===== src/sv/pidis_pkg.sv =====
package pidis_pkg;

	localparam int SAMPLE_W   = 16;
	localparam int ERR_W      = 17;
	localparam int DIFF_W     = 18;
	localparam int INTEG_W    = 33;
	localparam int RAW_W      = 34;
	localparam int DERIV_W    = 34;
	localparam int GAIN_W     = 24;
	localparam int STEP_W     = 16;
	localparam int LIMIT_W    = 32;
	localparam int MUL_A_W    = 25;
	localparam int MUL_B_W    = 18;
	localparam int PROD_W     = MUL_A_W + MUL_B_W;
	localparam int ACC_W      = 60;
	localparam int DRIVE_W    = 32;
	localparam int CFG_IDX_W  = 3;
	localparam int CFG_DATA_W = 32;

	// Fractional bits dropped from the integral product and from the final sum.
	localparam int INTEG_FRAC = 16;
	localparam int OUT_FRAC   = 8;
	// The derivative is split into a low unsigned part and a high signed part.
	localparam int DERIV_LO_W = 17;

	localparam logic [STEP_W-1:0] TIME_STEP_RST    = 16'hFFFF;
	localparam logic [STEP_W-1:0] INVERSE_STEP_RST = 16'h0001;

	typedef enum logic [CFG_IDX_W-1:0] {
		REG_PROP_GAIN   = 3'd0,
		REG_INTEG_GAIN  = 3'd1,
		REG_DERIV_GAIN  = 3'd2,
		REG_TIME_STEP   = 3'd3,
		REG_INVERSE_STEP = 3'd4,
		REG_SEP_THRESH  = 3'd5,
		REG_INTEG_LIMIT = 3'd6,
		REG_OUTPUT_MODE = 3'd7
	} cfg_reg_t;

	typedef enum logic [1:0] {
		ST_IDLE,
		ST_RUN,
		ST_SAT,
		ST_DONE
	} state_t;

	// Multiply issued in each step of the run; the step after the last one
	// issues nothing. Stepping back from the first step lands on OP_NONE.
	typedef enum logic [2:0] {
		OP_ERR_TS   = 3'd0,
		OP_KP_ERR   = 3'd1,
		OP_DIFF_INV = 3'd2,
		OP_KI_LO    = 3'd3,
		OP_KI_HI    = 3'd4,
		OP_KD_LO    = 3'd5,
		OP_KD_HI    = 3'd6,
		OP_NONE     = 3'd7
	} op_t;

	typedef struct packed {
		logic signed [MUL_A_W-1:0] a;
		logic signed [MUL_B_W-1:0] b;
	} mul_req_t;

endpackage


===== src/sv/pidis_mul.sv =====
module pidis_mul import pidis_pkg::*; (
	input  logic                     clk,
	input  mul_req_t                 req,
	output logic signed [PROD_W-1:0] prod_s1
);

	always_ff @(posedge clk) begin
		prod_s1 <= $signed(req.a) * $signed(req.b);
	end

endmodule


===== config.mk =====
export PLATFORM = sky130hd
export DESIGN_NAME = pidis_mul
export DESIGN_NICKNAME = d
export VERILOG_FILES = /design/src/sv/pidis_pkg.sv /design/src/sv/pidis_mul.sv
export SDC_FILE = /design/constraint.sdc
export NUM_CORES = 1
export LEC_CHECK = 0
export ABC_AREA = 1
export BUFFER_PORTS_ARGS = -buffer_cell sky130_fd_sc_hd__buf_2
export CAP_MARGIN = 25
export CORE_UTILIZATION = 55
export DETAILED_ROUTE_END_ITERATION = 10
export GPL_ROUTABILITY_DRIVEN = 0
export PLACE_DENSITY_LB_ADDON = 0.3
export SYNTH_ARGS = -nofsm -noshare
export SYNTH_HDL_FRONTEND = slang
export SYNTH_SLANG_ARGS = --single-unit

===== constraint.sdc =====
create_clock -name clk -period 5.7 [get_ports clk]
set_input_delay 0.855 -clock clk [delete_from_list [all_inputs] [get_ports clk]]
set_output_delay 0.855 -clock clk [all_outputs]
set_load 0.005 [all_outputs]

; ---- After elaboration in Yosys (flattened, before gate mapping)
; Cells that the tools add are included.
; W data, S select, Z words.
[op_classes]
addsub = 0
multipliers = 1
div_mod_pow = 0
order_cmp = 0
eq_ne = 0
n_shift = 0
n_mux = 0
n_bitwise = 0
n_reduce_logical = 0
[ops]
columns = cell, n
row1 = $mul A25 B18 Y43, 1
[totals]
regBits = 43
latch_bits = 0
mem_bits_rw = 0
romBits = 0
mem_count = 0

; ---- Longest topological paths before layout
[logic_depth]
word_depth = 1
ltp_mapped = 29

; ---- Worst setup path before layout
; Ideal clock, no wire load.
[synth_path]
kind = input -> register
start = input port req[42] (netlist bit)
end = register prod_s1[41]
setup_time_ps = 113
t_arrival_ps = 5958
required_ps = 5587
path_slack_ps = -371
path_stages = 20
path_buffers = 2
path_cell_list = clkbuf_1 > clkbuf_1 > nand2_1 > fa_1 > inv_1 > fa_1 > fa_1 > fa_1 > inv_1 > fa_1 > inv_1 > fa_1 > ha_1 > inv_1 > nor3_1 > nand2_1 > nor2_1 > nand3_1 > nand4_1 > nand2_1
[synth_between]
elab_chain_len = 1
[synth_rtl]
columns = element, line_no
row1 = from (decl), pidis_mul.sv:3  ; input mul_req_t req,
row2 = $mul A25 B18 Y43, pidis_mul.sv:8  ; prod_s1 <= $signed(req.a) * $signed(req.b);
row3 = to (signal assigned), pidis_mul.sv:8
row4 = to (decl), pidis_mul.sv:4  ; output logic signed [PROD_W-1:0] prod_s1
; Every way passes these cells.

; ---- Final worst setup path
[layout_path]
start = input port req[3] (netlist bit)
end = register prod_s1[25]
; Same word-level chain as after synthesis.

==> flow_summary.yaml <==
synth:
  synth.ff_latch_count: 43
  synth.avg_cell_area_sq_um: 7.590
  synth_cell_type_count: 28
  postSynthCellCount: 2413
  yosys.area.top_type: "fa_1"
  post-synth-top-area-fraction_pct: 48.21
  syn_nets: 3005
  synth_top_area_cells: "fa_1 (48%), inv_1 (16%), nand2_1 (14%)"
  yosys_warnings: 0
  mappedNetlistArea_sq_um: 18310
  sequential_to_total_area_share_from_yosys_stat_pct: 4.700
floorplanning:
  dieWidth_um: 184.5
  core_sq_um: 32620
  die_area_sq_um: 34030
  floorplan.die.height_um: 184.5
  design.portCount: 87
  floorplan.initialDensity_pct: 56.14
  std_cell_rows: 66
setup_path:
  critPathKind: "primary input to flip-flop"
  worst_path_max_delay_cell: "fa_1"
  timing.critical_path.fanout_max: 10
  worst_path_dominant_cell_family: "adder cells"
  critPathCaptureType: "flip-flop"
  cp_data_arrival_time_ps: 5880
  worst-endpoint-required_ps: 5860
  crit_path_frequent_cell: "fa_1"
  critPathBufInv: 8
  critPathMaxStageDelay_ps: 560
  crit_chain: "buf_6 > buf_6 > nand2_1 > inv_1 > fa_1 > inv_1 > fa_1 > inv_1 > fa_1 > fa_1 > fa_1 > inv_1 > fa_1 > inv_1 > ha_4 > nand2_2 > buf_4 > nor3_4 > nand2_2 > nand2b_4 > nand2_2 > nand3_1 > nand2_1"
  start_kind: "primary input"
cells_and_area:
  final-seq-area_sq_um: 860.8
  biggestRegsByFlops: "prod_s1: 43 flops"
  finish.cell_count_without_fillers: 3123
  multiInputGateArea_sq_um: 15490
  share_of_layout_cells_above_drive_strength_1_pct: 25.21
  largest-register: "prod_s1"
  final_nets: 3268
  nFillCells: 2321
  largest_reg_flops: 43
  final_design_area_no_fill_sq_um: 23120
  layout-area-overhead-vs-synth_pct: 26.23
routing:
  detailedRoute.firstIterationViolations: 1153
  vias_per_cell: 5.233
  detailed_routing_iterations_pass_1: 5
  dr_total_vias: 16340
  postRouteAntennaNets: 0
  count_of_unresolved_drc_violations_after_routing: 0
  routed_wirelength_um: 55590
  routed_wire_length_per_instance_um: 17.80
global_routing:
  total_global_routing_track_utilization_pct: 31.76
  grt_max_degree: 21
  grt_antenna_before_repair: 3
  wire_length_of_the_first_global_routing_pass_um: 83570
  globalRoute.totalOverflow: 0
  first_global_vias: 17220
timing:
  hold_violations: 0
  final.setup.worst_slack_ps: -25.73
  setup_repair_after_global_routing_missed_its_margin: "yes"
  final-max-slew-violation-count: 0
  finalSetupViolCount: 2
  smallest_hold_slack_ps: 1070
  final_worst_path_cycle_share_pct: 100.5
  maxSlewHeadroom_pct: 79.48
  fmax_mhz: 174.7
  final_period_minus_worst_setup_slack_ps: 5726
  tightestPinTransition_ps: 307.9
status:
  failed_checks: "negative setup slack"
  status: "complete, but fails checks"
placed_design:
  placed_cells: 3067
  post-dp-hpwl_um: 43210
  dpl_cell_area_sq_um: 20930
  io_buffer_count: 86
  dp_worst_setup_slack_ps: -607.8
cts:
  ctsLongestPathBuffers: 2
  cts.root.buffer_cell: "clkbuf_16"
  htree_num_levels: 2
  cts_tree: "yes"
  path_clk_slew_ps: 60
  cts_buffers: 5
  clock_sink_count: 43
job:
  max_cap_violations: 0
worst_hold_path:
  hold_path_class: "primary input to flip-flop"
## path summary, 6_finish.rpt
path | cells after the start | to | slack [ps] | startpoint
max | 23 | prod_s1[25] | -30 | req[3]
min | 4 | prod_s1[0] | 1070 | req[0]
## cells in the final DEF, fill, tap and decap left out, drive strengths merged
cell type  instances
clkinvlp           2
dfxtp             43
buf              347
nor2              89
xor2              20
nand2            710
nand3             55
xnor2              3
ha               107
nor3               9
diode              4
fa               441
a21oi             28
clkinv             1
inv              769
nand4              8
o21ai              5
nand2b             2
a21o               2
nand3b             3
or2                7
clkbuf            18
o21bai             8
## stage by stage
| stage | utilization (%) | setup TNS [ps] |
|---|---|---|
| 6_report | 70.87 | -50.26 |
| 5_1_grt | 70.85 | -2829 |
| 4_1_cts | 65.77 | 0 |
| 3_5_place_dp | 64.16 | -12050 |
| 3_3_place_gp | 64.16 | -10530 |
| 2_1_floorplan | - | 0 |
## routing by layer
layer / track usage, % / routed length, um / vias up
met2: 56.50 / 27660 / 870
met1: 38.30 / 19880 / 8047
met3: 3.616 / 4450 / 267
li1: - / - / 7158
met4: 15.20 / 3601 / 0
met5: 0 / 0 / -
## synthesized netlist by cell type
library cell / n
nor2_2: 7
a21oi_1: 23
nand2b_2: 1
nor2_1: 82
or2_2: 7
xnor2_1: 3
nor3_2: 4
a21o_1: 2
nand2b_1: 1
nand3b_1: 3
a21oi_2: 5
nand4_1: 8
nand2_2: 12
ha_1: 107
dfxtp_1: 43
buf_1: 5
o21bai_1: 8
o21ai_1: 3
o21ai_0: 2
inv_2: 6
nor3_1: 5
clkbuf_1: 98
xor2_1: 20
nand2_1: 698
nand3_2: 6
nand3_1: 49
inv_1: 764
fa_1: 441
## tightest hold or removal path, stage by stage
cell and delay (ps):
buf_4 190, buf_6 170, nand2_1 60, inv_1 30
## final cells by class
| type | count | share of cell area [%] |
|---|---|---|
| inverters | 770 | 12.56 |
| clock buffers | 6 | 0.5575 |
| flip-flops and latches | 43 | 3.724 |
| diodes | 4 | 0.04330 |
| well taps | 442 | 2.392 |
| clock inverters | 2 | 0.05412 |
| repair buffers | 359 | 13.68 |
| multi-input cells | 1497 | 66.99 |
## kinds of logic (layout without fill, tap and decap cells)
kind of cell / after synthesis / in the layout / synth area share, %
buffers and inverters: 873 / 1137 / 17.89
AOI/OAI and AO/OA: 43 / 43 / 1.414
xor gates and xnor gates: 23 / 23 / 1.100
other: 0 / 4 / 0
DFF: 43 / 43 / 4.700
and+or+nand+nor: 883 / 883 / 19.38
adders and majority gates: 548 / 548 / 55.52
## what timing repair did
action	in CTS	in global routing
hold buffers	0	0
gates cloned	0	6
setup endpoints to repair	26	30
setup buffers	9	30
resized for setup	64	369
pin swaps	19	141
Power is not shown: default switching activity piles up to over one toggle a cycle in this logic, so the estimate is an artifact.
